### src/hw/rtl/ptf_pkg.sv
`default_nettype none
// ----------------------------------------------------------------------------
// ptf_pkg: shared types and constants of the top-percent threshold filter
// Job descriptor handed from the loader to the select engine, result bundle,
// and the fixed constants of the keep-count arithmetic.
// ----------------------------------------------------------------------------
package ptf_pkg;

  localparam int MAX_ELEMS_DEF  = 64;
  localparam int VALUE_BITS_DEF = 32;

  // Element count (up to 64) and percent both fit in seven bits.
  localparam int CNT_W = 7;
  localparam int PCT_W = 7;

  localparam logic [PCT_W-1:0] PCT_RESET = 7'd100;
  localparam logic [PCT_W-1:0] PCT_MAX   = 7'd100;

  // ceil(x / 100) is floor((x + 99) / 100); the divide by 100 is done as a
  // multiply by 5243 / 2^19, which is exact for sums below 6500.
  localparam int ROUND_UP    = 99;
  localparam int RECIP       = 5243;
  localparam int RECIP_W     = 13;
  localparam int RECIP_SHIFT = 19;

  localparam int IDX_OUT_W = 6;
  localparam int VAL_OUT_W = 32;

  typedef struct packed {
    logic [CNT_W-1:0] n;
    logic [PCT_W-1:0] pct;
  } job_t;

  typedef struct packed {
    logic [IDX_OUT_W-1:0] elem_index;
    logic [VAL_OUT_W-1:0] elem_value;
    logic                 run_end;
    logic                 none_kept;
  } result_t;

endpackage : ptf_pkg
`default_nettype wire

### src/hw/rtl/ptf_job_fifo.sv
`default_nettype none
// ----------------------------------------------------------------------------
// ptf_job_fifo: two-entry job queue
// Holds closed-set descriptors between the loader and the select engine.
// ----------------------------------------------------------------------------
module ptf_job_fifo (
  input  logic          clk,
  input  logic          rst,
  input  logic          push,
  input  ptf_pkg::job_t push_job,
  input  logic          pop,
  output ptf_pkg::job_t head_job,
  output logic          empty
);
  import ptf_pkg::*;

  job_t       entries [2];
  logic       wr_ptr;
  logic       rd_ptr;
  logic [1:0] count;

  assign empty    = (count == 2'd0);
  assign head_job = entries[rd_ptr];

  always_ff @(posedge clk) begin
    if (push) begin
      entries[wr_ptr] <= push_job;
    end
  end

  always_ff @(posedge clk) begin
    if (rst) begin
      wr_ptr <= 1'b0;
      rd_ptr <= 1'b0;
      count  <= 2'd0;
    end else begin
      if (push) begin
        wr_ptr <= ~wr_ptr;
      end
      if (pop) begin
        rd_ptr <= ~rd_ptr;
      end
      unique case ({push, pop})
        2'b10:   count <= count + 2'd1;
        2'b01:   count <= count - 2'd1;
        default: count <= count;
      endcase
    end
  end

endmodule : ptf_job_fifo
`default_nettype wire

### src/hw/rtl/ptf_loader.sv
`default_nettype none
// ----------------------------------------------------------------------------
// ptf_loader: front end of the filter
// Accepts items, writes values into the engine's store, drops items once the
// store is full, and turns a flagged item into a job for the engine.
// ----------------------------------------------------------------------------
module ptf_loader #(
  parameter int MAX_ELEMS  = ptf_pkg::MAX_ELEMS_DEF,
  parameter int VALUE_BITS = ptf_pkg::VALUE_BITS_DEF
) (
  input  logic                         clk,
  input  logic                         rst,
  input  logic                         start,
  input  logic                         busy,
  input  logic signed [31:0]           sample_value,
  input  logic                         final_item,
  input  logic                         cfg_we,
  input  logic [ptf_pkg::PCT_W-1:0]    cfg_wdata,
  output logic                         wr_en,
  output logic [$clog2(MAX_ELEMS)-1:0] wr_addr,
  output logic [VALUE_BITS-1:0]        wr_data,
  output logic                         push,
  output ptf_pkg::job_t                push_job
);
  import ptf_pkg::*;

  localparam int CW = $clog2(MAX_ELEMS + 1);
  localparam int IW = $clog2(MAX_ELEMS);

  logic [PCT_W-1:0]       keep_percent;
  logic [CW-1:0]          loaded_count;
  logic [CW-1:0]          n_close;
  logic                   accept;
  logic                   store_full;
  logic [VALUE_BITS+31:0] in_ext;

  assign accept     = start && !busy;
  assign store_full = (loaded_count == CW'(MAX_ELEMS));
  assign n_close    = store_full ? loaded_count : loaded_count + CW'(1);

  assign in_ext  = {{VALUE_BITS{1'b0}}, sample_value};
  assign wr_en   = accept && !store_full;
  assign wr_addr = loaded_count[IW-1:0];
  assign wr_data = in_ext[VALUE_BITS-1:0];

  assign push         = accept && final_item;
  assign push_job.n   = CNT_W'(n_close);
  assign push_job.pct = (keep_percent > PCT_MAX) ? PCT_MAX : keep_percent;

  always_ff @(posedge clk) begin
    if (rst) begin
      keep_percent <= PCT_RESET;
      loaded_count <= '0;
    end else begin
      if (cfg_we) begin
        keep_percent <= cfg_wdata;
      end
      if (push) begin
        loaded_count <= '0;
      end else if (wr_en) begin
        loaded_count <= loaded_count + CW'(1);
      end
    end
  end

endmodule : ptf_loader
`default_nettype wire

### src/hw/rtl/ptf_engine.sv
`default_nettype none
// ----------------------------------------------------------------------------
// ptf_engine: back end of the filter
// Owns the value store. For a job it computes the keep count, finds the
// threshold by counting, for each candidate, the elements at or above it,
// and then streams out every element at or above the threshold in order.
// ----------------------------------------------------------------------------
module ptf_engine #(
  parameter int MAX_ELEMS  = ptf_pkg::MAX_ELEMS_DEF,
  parameter int VALUE_BITS = ptf_pkg::VALUE_BITS_DEF
) (
  input  logic                         clk,
  input  logic                         rst,
  input  logic                         wr_en,
  input  logic [$clog2(MAX_ELEMS)-1:0] wr_addr,
  input  logic [VALUE_BITS-1:0]        wr_data,
  input  logic                         job_ready,
  input  ptf_pkg::job_t                job,
  output logic                         job_pop,
  output logic                         engine_busy,
  output logic                         res_strobe,
  output ptf_pkg::result_t             res
);
  import ptf_pkg::*;

  localparam int CW     = $clog2(MAX_ELEMS + 1);
  localparam int IW     = $clog2(MAX_ELEMS);
  localparam int MW     = CW + PCT_W + 1;
  localparam int PROD_W = $clog2(MAX_ELEMS * 100 + ROUND_UP + 1);
  localparam int QW     = PROD_W + RECIP_W;

  typedef enum logic [2:0] {
    S_IDLE,
    S_MUL,
    S_DIV,
    S_CAND,
    S_LOAD,
    S_SCAN,
    S_EMIT
  } state_t;

  state_t state;

  logic [VALUE_BITS-1:0] store [MAX_ELEMS];
  logic [VALUE_BITS-1:0] rd_data;
  logic [IW-1:0]         rd_addr;

  logic [CW-1:0]         n;
  logic [PCT_W-1:0]      pct;
  logic [PROD_W-1:0]     prod;
  logic [CW-1:0]         rank;
  logic [CW-1:0]         cand;
  logic [CW-1:0]         scan_ptr;
  logic                  data_valid;
  logic [IW-1:0]         data_addr;
  logic [VALUE_BITS-1:0] cand_val;
  logic [CW-1:0]         ge_count;
  logic                  found;
  logic [VALUE_BITS-1:0] threshold;
  logic [CW-1:0]         keep_count;
  logic [CW-1:0]         emitted;

  logic [MW-1:0]         mul_full;
  logic [QW-1:0]         quot_full;
  logic [CW-1:0]         rank_calc;
  logic                  issue;
  logic                  scan_done;
  logic                  cand_hit;
  logic                  emit_hit;
  logic                  better;
  logic [CW-1:0]         cand_inc;
  logic [VALUE_BITS+31:0] out_ext;
  logic [IW+IDX_OUT_W-1:0] idx_ext;

  assign mul_full  = MW'(n) * MW'(pct) + MW'(ROUND_UP);
  assign quot_full = QW'(prod) * QW'(RECIP);
  assign rank_calc = CW'(quot_full >> RECIP_SHIFT);

  assign issue     = (scan_ptr < n);
  assign scan_done = !issue && !data_valid;
  assign cand_hit  = data_valid && ($signed(rd_data) >= $signed(cand_val));
  assign emit_hit  = data_valid && ($signed(rd_data) >= $signed(threshold));
  assign better    = (ge_count >= rank) && (!found || ($signed(cand_val) > $signed(threshold)));
  assign cand_inc  = cand + CW'(1);

  assign out_ext = {32'b0, rd_data};
  assign idx_ext = {{IDX_OUT_W{1'b0}}, data_addr};

  assign job_pop     = (state == S_IDLE) && job_ready;
  assign engine_busy = (state != S_IDLE);

  always_comb begin
    if (state == S_CAND) begin
      rd_addr = cand[IW-1:0];
    end else begin
      rd_addr = scan_ptr[IW-1:0];
    end
  end

  // Single-write, single-read store with registered read data.
  always_ff @(posedge clk) begin
    if (wr_en) begin
      store[wr_addr] <= wr_data;
    end
    rd_data <= store[rd_addr];
  end

  always_ff @(posedge clk) begin
    if (rst) begin
      state      <= S_IDLE;
      data_valid <= 1'b0;
      found      <= 1'b0;
      threshold  <= '0;
      res_strobe <= 1'b0;
    end else begin
      res_strobe <= 1'b0;
      unique case (state)
        S_IDLE: begin
          if (job_ready) begin
            n     <= CW'(job.n);
            pct   <= job.pct;
            state <= S_MUL;
          end
        end
        S_MUL: begin
          prod  <= PROD_W'(mul_full);
          state <= S_DIV;
        end
        S_DIV: begin
          rank  <= rank_calc;
          found <= 1'b0;
          cand  <= '0;
          if (rank_calc == '0) begin
            res_strobe     <= 1'b1;
            res.elem_index <= '0;
            res.elem_value <= '0;
            res.run_end    <= 1'b1;
            res.none_kept  <= 1'b1;
            state          <= S_IDLE;
          end else begin
            state <= S_CAND;
          end
        end
        S_CAND: begin
          state <= S_LOAD;
        end
        S_LOAD: begin
          cand_val   <= rd_data;
          scan_ptr   <= '0;
          data_valid <= 1'b0;
          ge_count   <= '0;
          state      <= S_SCAN;
        end
        S_SCAN: begin
          data_valid <= issue;
          data_addr  <= scan_ptr[IW-1:0];
          if (issue) begin
            scan_ptr <= scan_ptr + CW'(1);
          end
          if (cand_hit) begin
            ge_count <= ge_count + CW'(1);
          end
          if (scan_done) begin
            // The threshold is the largest value with at least rank elements
            // at or above it.
            if (better) begin
              found      <= 1'b1;
              threshold  <= cand_val;
              keep_count <= ge_count;
            end
            cand <= cand_inc;
            if (cand_inc == n) begin
              scan_ptr   <= '0;
              data_valid <= 1'b0;
              emitted    <= '0;
              state      <= S_EMIT;
            end else begin
              state <= S_CAND;
            end
          end
        end
        S_EMIT: begin
          data_valid <= issue;
          data_addr  <= scan_ptr[IW-1:0];
          if (issue) begin
            scan_ptr <= scan_ptr + CW'(1);
          end
          if (emit_hit) begin
            res_strobe     <= 1'b1;
            res.elem_index <= idx_ext[IDX_OUT_W-1:0];
            res.elem_value <= out_ext[VAL_OUT_W-1:0];
            res.run_end    <= (emitted + CW'(1) == keep_count);
            res.none_kept  <= 1'b0;
            emitted        <= emitted + CW'(1);
          end
          if (scan_done) begin
            state <= S_IDLE;
          end
        end
        default: begin
          state <= S_IDLE;
        end
      endcase
    end
  end

endmodule : ptf_engine
`default_nettype wire

### src/hw/rtl/top_percent_threshold_filter.sv
`default_nettype none
// ----------------------------------------------------------------------------
// top_percent_threshold_filter: keep the top percent of a loaded set
// Collects a set of signed Q16.16 values and emits, in load order, every
// element at or above the k-th largest value, k = ceil(n * percent / 100).
// ----------------------------------------------------------------------------
// Usage:
//   Input: an item (sample_value, final_item) is taken at a clock edge where
//   start is high and busy is low. Non-final items produce nothing. Items
//   beyond MAX_ELEMS are dropped; a flagged one still closes the set.
//   Closing a set raises busy. The engine then computes the keep count in
//   its multiply and divide states and selects the threshold with one pass
//   over the store per candidate, limited by the single read port of the
//   store; busy stays high until the engine has finished the job.
//   Results: one item per cycle when result_strobe is high, emitted during
//   the final pass; the last one carries run_end. With a percent of zero a
//   single item with none_kept and run_end is produced. There is no
//   backpressure on results; each is valid for exactly one cycle.
//   Configuration: cfg_we with cfg_wdata sets the keep percent (reset 100,
//   values above 100 act as 100). Write it only while the block is idle.
//   Reset clears the set in progress and the pending jobs.
// ----------------------------------------------------------------------------
module top_percent_threshold_filter #(
  parameter int MAX_ELEMS  = ptf_pkg::MAX_ELEMS_DEF,
  parameter int VALUE_BITS = ptf_pkg::VALUE_BITS_DEF
) (
  input  logic                              clk,
  input  logic                              rst,
  input  logic                              start,
  output logic                              busy,
  input  logic signed [31:0]                sample_value,
  input  logic                              final_item,
  input  logic                              cfg_we,
  input  logic [ptf_pkg::PCT_W-1:0]         cfg_wdata,
  output logic                              result_strobe,
  output logic [ptf_pkg::IDX_OUT_W-1:0]     elem_index,
  output logic signed [ptf_pkg::VAL_OUT_W-1:0] elem_value,
  output logic                              run_end,
  output logic                              none_kept
);
  import ptf_pkg::*;

  localparam int IW = $clog2(MAX_ELEMS);

  logic                  wr_en;
  logic [IW-1:0]         wr_addr;
  logic [VALUE_BITS-1:0] wr_data;
  logic                  push;
  job_t                  push_job;
  job_t                  head_job;
  logic                  fifo_empty;
  logic                  job_pop;
  logic                  engine_busy;
  result_t               res;

  // The store is shared, so a new set waits until every queued job is done.
  assign busy = !fifo_empty || engine_busy;

  ptf_loader #(
    .MAX_ELEMS  (MAX_ELEMS),
    .VALUE_BITS (VALUE_BITS)
  ) u_loader (
    .clk          (clk),
    .rst          (rst),
    .start        (start),
    .busy         (busy),
    .sample_value (sample_value),
    .final_item   (final_item),
    .cfg_we       (cfg_we),
    .cfg_wdata    (cfg_wdata),
    .wr_en        (wr_en),
    .wr_addr      (wr_addr),
    .wr_data      (wr_data),
    .push         (push),
    .push_job     (push_job)
  );

  ptf_job_fifo u_job_fifo (
    .clk      (clk),
    .rst      (rst),
    .push     (push),
    .push_job (push_job),
    .pop      (job_pop),
    .head_job (head_job),
    .empty    (fifo_empty)
  );

  ptf_engine #(
    .MAX_ELEMS  (MAX_ELEMS),
    .VALUE_BITS (VALUE_BITS)
  ) u_engine (
    .clk         (clk),
    .rst         (rst),
    .wr_en       (wr_en),
    .wr_addr     (wr_addr),
    .wr_data     (wr_data),
    .job_ready   (!fifo_empty),
    .job         (head_job),
    .job_pop     (job_pop),
    .engine_busy (engine_busy),
    .res_strobe  (result_strobe),
    .res         (res)
  );

  assign elem_index = res.elem_index;
  assign elem_value = res.elem_value;
  assign run_end    = res.run_end;
  assign none_kept  = res.none_kept;

  // Closing a set always hands a job to the engine.
  a_close_busy: assert property (@(posedge clk) disable iff (rst)
    start && !busy && final_item |=> busy)
    else $error("closing item did not make the block busy");

  // The last result of a set is never followed directly by another.
  a_end_gap: assert property (@(posedge clk) disable iff (rst)
    result_strobe && run_end |=> !result_strobe)
    else $error("result directly after the end of a set");

  // Results are produced only for a job the engine has taken.
  a_result_src: assert property (@(posedge clk) disable iff (rst)
    result_strobe |-> $past(engine_busy))
    else $error("result without an active job");

endmodule : top_percent_threshold_filter
`default_nettype wire
### config.mk
export PLATFORM = sky130hd
export DESIGN_NAME = top_percent_threshold_filter
export DESIGN_NICKNAME = d
export VERILOG_FILES = /design/src/hw/rtl/ptf_pkg.sv /design/src/hw/rtl/ptf_job_fifo.sv /design/src/hw/rtl/ptf_loader.sv /design/src/hw/rtl/ptf_engine.sv /design/src/hw/rtl/top_percent_threshold_filter.sv
export SDC_FILE = /design/constraint.sdc
export NUM_CORES = 2
export LEC_CHECK = 0
export BUFFER_PORTS_ARGS = -buffer_cell sky130_fd_sc_hd__buf_2
export CORE_UTILIZATION = 35
export DETAILED_ROUTE_END_ITERATION = 6
export PLACE_DENSITY = 0.49
export SYNTH_ARGS = -nofsm -noshare
export SYNTH_HDL_FRONTEND = slang
export SYNTH_SLANG_ARGS = --single-unit
export TNS_END_PERCENT = 100
### constraint.sdc
create_clock -name clk -period 11 [get_ports clk]
set_input_delay 2.75 -clock clk [delete_from_list [all_inputs] [get_ports clk]]
set_output_delay 2.75 -clock clk [all_outputs]
set_load 0.02 [all_outputs]
Word level (Yosys, flattened, before mapping)
Memory sizes are Yosys's and may differ from the RTL's. A register that Yosys moved wholly into a read port is not among the register bits.
Index checks and enable logic that the tools add are counted.
Operators by class
  add/subtract/negate cells: 8
  multipliers: 2
  $lt $le $gt $ge: 6
  eq/ne operators: 19
  muxes and demuxes: 38
  bitwise gates (word level): 4
  reductions and logical operators: 42
Operators with widths (number)
  $mux W40: 2
  $pmux W40 S2: 1
  $mux W7: 10
  $ge A32 B32 Y1: 2
  $pmux W7 S2: 3
  $add A7 B1 Y7 const B: 5
  $gt A32 B32 Y1: 1
  $mul A13 B13 Y26 const B: 1
  $pmux W3 S7: 1
  $pmux W7 S3: 1
  $reduce_and A3 Y1: 6
  $eq A7 B7 Y1: 2
  $ne A2 B1 Y1 const B: 7
  $add A13 B7 Y13 const B: 1
  $mul A7 B7 Y13: 1
  $mux W3: 4
  $mux W1: 10
  $reduce_and A2 Y1: 5
  $reduce_bool A2 Y1: 5
  $eq A3 B3 Y1 const B: 3
  $logic_and A1 B1 Y1: 8
  $reduce_and A4 Y1: 2
  $eq A7 B7 Y1 const B: 1
  $ge A7 B7 Y1: 1
  23 further kinds: 36
Word-level totals
  flip-flop bits (word level): 189
  bits in writable memories: 2076
  input bits: 44
  memories kept: 2
Memories
  u_engine.store: depth 64, width 32, read ports 1, clocked after Yosys merged registers in 1, wr ports 1, line ptf_engine.sv:44  | logic [VALUE_BITS-1:0] store [MAX_ELEMS];
  u_job_fifo.entries: depth 2, width 14, read ports 1, clocked after Yosys merged registers in 1, wr ports 1, line ptf_job_fifo.sv:17  | job_t entries [2];

Depth between registers and ports, before layout
  word-level depth: 8
  mapped depth: 21

Modules after synthesis
From an unflattened synthesis, not the netlist that was laid out.
Unflattened totals
  cell total of the unflattened synthesis: 5304
  area total of the unflattened synthesis: 96176.0 um2
Modules (own cells, without submodules)
  ptf_engine: instances 1, cells an instance 5108, area each 93891.3 um2, seq. area each 67314.6 um2
  ptf_job_fifo: instances 1, cells an instance 64, area each 1199.9 um2, seq. area each 940.9 um2
  ptf_loader: instances 1, cells an instance 130, area each 1074.8 um2, seq. area each 280.3 um2
  top_percent_threshold_filter: instances 1, cells an instance 2, area each 10.0 um2, seq. area each 0.0 um2

Worst setup path before layout
Ideal clock, no wire load.
  kind: input to register
  from: input rst
  to: register u_engine.ge_count[0] (enable)
  library setup time: 0.371 ns
  data arrival time: 6.789 ns
  required time: 10.629 ns
  path slack: 3.840 ns
  cell stages on the path: 2
  cells stage by stage: nor4b_1 > o21bai_1
On the way
  longest elaborated chain between the ends: 2
Ends and longest elaborated chain
  start, declared: line top_percent_threshold_filter.sv:28  | input logic rst,
  $not A1 Y1 (no line)
  $reduce_and A3 Y1 (no line)
  end signal, assigned: line ptf_engine.sv:161  | ge_count <= ge_count + CW'(1);
  end, declared: line ptf_engine.sv:57  | logic [CW-1:0] ge_count;
No other way between the ends.
A chain may end at the register's enable or synchronous reset.

Worst setup path in the final report
  from: register u_engine.prod[10]
  to: register, netlist name u_engine.res[6]
On the way
  longest elaborated chain between the ends: 4
Ends and longest elaborated chain
  start, declared: line ptf_engine.sv:50  | logic [PROD_W-1:0] prod;
  start signal, assigned: line ptf_engine.sv:126  | prod <= PROD_W'(mul_full);
  $mul A13 B13 Y26: line ptf_engine.sv:76  | assign quot_full = QW'(prod) * QW'(RECIP);
  named net u_engine.quot_full[23]: line ptf_engine.sv:64  | logic [QW-1:0] quot_full;
  $logic_not A7 Y1: line ptf_engine.sv:133  | if (rank_calc == '0) begin
  $ne A2 B1 Y1 (no line)
  $reduce_and A4 Y1 (no line)
The timed path passes the listed nets, and every way through them passes these cells.

==> impl_metrics.env <==
export IMPL_cp_required_ns=11.47
export IMPL_start_kind="flop"
export IMPL_dr_pass1_iters=6
export IMPL_synth_seq_area_share_pct=71.6
export IMPL_hold_depth=0
export IMPL_syn_area_um2=95700
export IMPL_cts_root_buf="clkbuf_16"
export IMPL_crit_top_cell="fa_1"
export IMPL_crit_type="reg2reg"
export IMPL_path_cells="fa_1 > ha_1 > inv_1 > fa_1 > fa_1 > fa_1 > inv_1 > ha_1 > a21oi_1 > o21ai_0 > a211oi_1 > a21oi_1 > a211o_1 > xor2_1 > or4_1 > a211oi_2 > a22o_2"
export IMPL_holdPathEnd="u_engine.cand_val[0]"
export IMPL_cts_sinks=2311
export IMPL_fmax_mhz=150
export IMPL_crit_arrival_ns=7.12
export IMPL_synth_flop_cell="edfxtp_1"
export IMPL_vdd_ir_drop_max_mv=0.659
export IMPL_grt_pass1_vias=49900
export IMPL_finalCriticalPeriod_ns=6.66
export IMPL_clkLatencyLatePin_ns=0.91
export IMPL_cap_violations=0
export IMPL_place_gp_congestion=0.785
export IMPL_cts_made_buffers=246
export IMPL_worstReg2RegStart="u_engine.prod[10]"
export IMPL_clock_path_buffers=4
export IMPL_drive_gt1_share_pct=21.1
export IMPL_synth_fp_nets=5567
export IMPL_tns_ns=0
export IMPL_area_growth_pct=13.6
export IMPL_fin_skew_ns=0.0679
export IMPL_ys_warn_count=0
export IMPL_via_per_inst=5.25
export IMPL_io_pins=86
export IMPL_rows=191
export IMPL_powerDensity_nw_per_um2=237
export IMPL_cts_resized=0
export IMPL_die_w_um=525
export IMPL_yosysUniqueCellTypes=69
export IMPL_port_buffers=85
export IMPL_setup_worst_path_end_class="flop"
export IMPL_setup_viol=0
export IMPL_ys_ff_latch=2311
export IMPL_drt_initial_drc_count=4425
export IMPL_grt_antenna_before_repair=23
export IMPL_slew_viol_final=0
export IMPL_rsz0062_at_grt="no"
export IMPL_outcome="complete, no violations"
export IMPL_core_um2=271000
export IMPL_async_flop_share_pct=0
export IMPL_wirelength_um=254000
export IMPL_start_util_pct=35.3
export IMPL_grt_usage_pct=18.2
export IMPL_hold_viol=0
export IMPL_avgSynthCellArea_um2=18.4
export IMPL_cts_hold_fix_buffers=0
export IMPL_r2r_end="u_engine.res[6]"
export IMPL_cts_tree="done"
export IMPL_r2r_cells=17
export IMPL_stdcell_count=9203
export IMPL_crit_path_max_fanout=40
export IMPL_vias=48300
export IMPL_drcViolationCount=0
export IMPL_fin_crit_sh_pct=60.5
export IMPL_post_drt_wl_per_cell_um=27.6
export IMPL_postCtsSetupRepairBufs=0
export IMPL_postSynthCellCount=5200
export IMPL_overflow=0
export IMPL_ff2ff_setup_slack_ns=4.34
export IMPL_dpl_hpwl_um=144000
export IMPL_cts_max_level=4
export IMPL_critPathSlowestCell="a22o_2"
export IMPL_final_cell_mix="edfxtp_1 (2223), nand2_1 (513), mux4_2 (512), clkbuf_16 (251), ha_1 (240)"
export IMPL_synth_edf_count=2223
export IMPL_die_area_um2=276000
export IMPL_nets=5796
export IMPL_antenna_left=0
export IMPL_die_h_um=525
export IMPL_slowest_delay_ns=0.85
export IMPL_grt_max_degree=90
export IMPL_slew_headroom_pct=10.1
export IMPL_final_common_cell="edfxtp_1"
export IMPL_place_inst=8751
export IMPL_path_clk_slew_ns=0.06
export IMPL_p_leak_nw=36.0
export IMPL_holdCritStartpoint="u_engine.rd_data[0]"
export IMPL_worstMarginPinSlew_ns=1.34
export IMPL_hp_class="reg2reg"
export IMPL_grt_pass1_wl_um=363000
-- worst max-delay path, delay by kind of cell (launching register included) --
family,cells,cell delay [ns]
adder cells (fa/ha/maj),6,2.60
AND/OR/NAND/NOR,1,0.57
XOR/XNOR,1,0.16
buffers and inverters,2,0.10
AO/OA/AOI/OAI,7,2.25
flip-flops,1,0.59
-- logic make-up (layout without fill, tap and decap cells) --
kind of cell             count (synthesis)  after routing  synth area share, %
XOR/XNOR                                71             71                0.650
AO/OA/AOI/OAI                          428            428                 3.05
adder cells (fa/ha/maj)                323            323                 4.87
buffers and inverters                  481            903                 2.39
AND/OR/NAND/NOR                       1013           1013                 4.75
multiplexers                           573            573                 12.7
flip-flops                            2311           2311                 71.6
other                                    0             11                    0
-- registers in the layout, summed over array words and instances (netlist names), 13 cells and up --
register,count
u_engine.rd_data,32
u_engine.cand_val,32
u_engine.threshold,32
u_engine.store,2048
u_engine.prod,13
u_job_fifo.entries,28
u_engine.res,40
-- synth_stat cells (all sizes together) (3+ instances only) --
cell type | count | area (µm²)
mux2i | 44 | 444
edfxtp | 2223 | 66800
o21ai | 100 | 500
a31oi | 68 | 432
inv | 231 | 867
o21bai | 4 | 30.0
a221o | 32 | 320
nor4 | 3 | 33.8
a21o | 37 | 278
xnor2 | 41 | 359
nand3b | 3 | 22.5
xor2 | 30 | 263
fa | 83 | 1660
nand3 | 91 | 455
buf | 133 | 981
mux4 | 512 | 11500
and3 | 8 | 50.1
nor2 | 174 | 653
nor3 | 7 | 35.0
nand2b | 11 | 68.8
and2 | 137 | 857
nand2 | 514 | 1930
ha | 240 | 3000
a211o | 5 | 43.8
nand4 | 25 | 156
o21a | 5 | 37.5
o22ai | 32 | 200
mux2 | 17 | 191
nor2b | 19 | 119
or3 | 4 | 25.0
dfxtp | 88 | 1760
clkbuf | 117 | 439
a21oi | 56 | 284
or2 | 4 | 27.5
a211oi | 71 | 638
-- worst max-delay path by stage --
stage,from,endpoint,slack [ns]
3_5_place_dp,u_engine.prod[10],u_engine.res[14],4.30
5_1_grt,u_engine.prod[12],u_engine.res[21],3.95
6_report,u_engine.prod[10],u_engine.res[6],4.34
4_1_cts,u_engine.prod[10],u_engine.res[6],4.29
2_1_floorplan,rst,u_engine.ge_count[0],3.84
3_3_place_gp,u_engine.prod[10],u_engine.res[16],4.31
-- report_power, final --
part	internal, mW	switching [mW]
clock	4.69	3.40
combinational	3.04	4.50
sequential	9.95	0.221
total	17.7	8.12
-- metrics by stage --
step                      cell area (µm²)  hold WS, ns  util (%)  worst slack [ns]  power [mW]
after global routing               109000        0.441      40.0              3.95        27.3
after detailed placement           101000        0.420      37.2              4.30        18.0
after global placement             101000        0.418      37.2              4.31        18.0
after floorplan                     95700        0.408         -              3.84        15.6
after CTS                          109000        0.435      40.0              4.29        26.2
final                              109000        0.431      40.0              4.34        25.8
-- per-layer routing --
metal	wire length [µm]	global-route usage, %	share of wire [%]	vias up
li1	-	-	-	20900
met1	112000	25.1	44	25700
met2	121000	29.6	48	1272
met3	13400	2.73	5.3	343
met4	8150	5.94	3.2	4
met5	23	0	0.0090	-
-- cell type report --
class	count	area, µm²
fillers	24500	163000
flip-flops and latches	2311	68500
multi-input cells	2408	25500
clock buffers	308	6550
well taps	3570	4470
repair buffers	231	1620
clock inverters	133	1190
inverters	231	867
diodes	11	27.5
(Power assumes the default switching activity.)
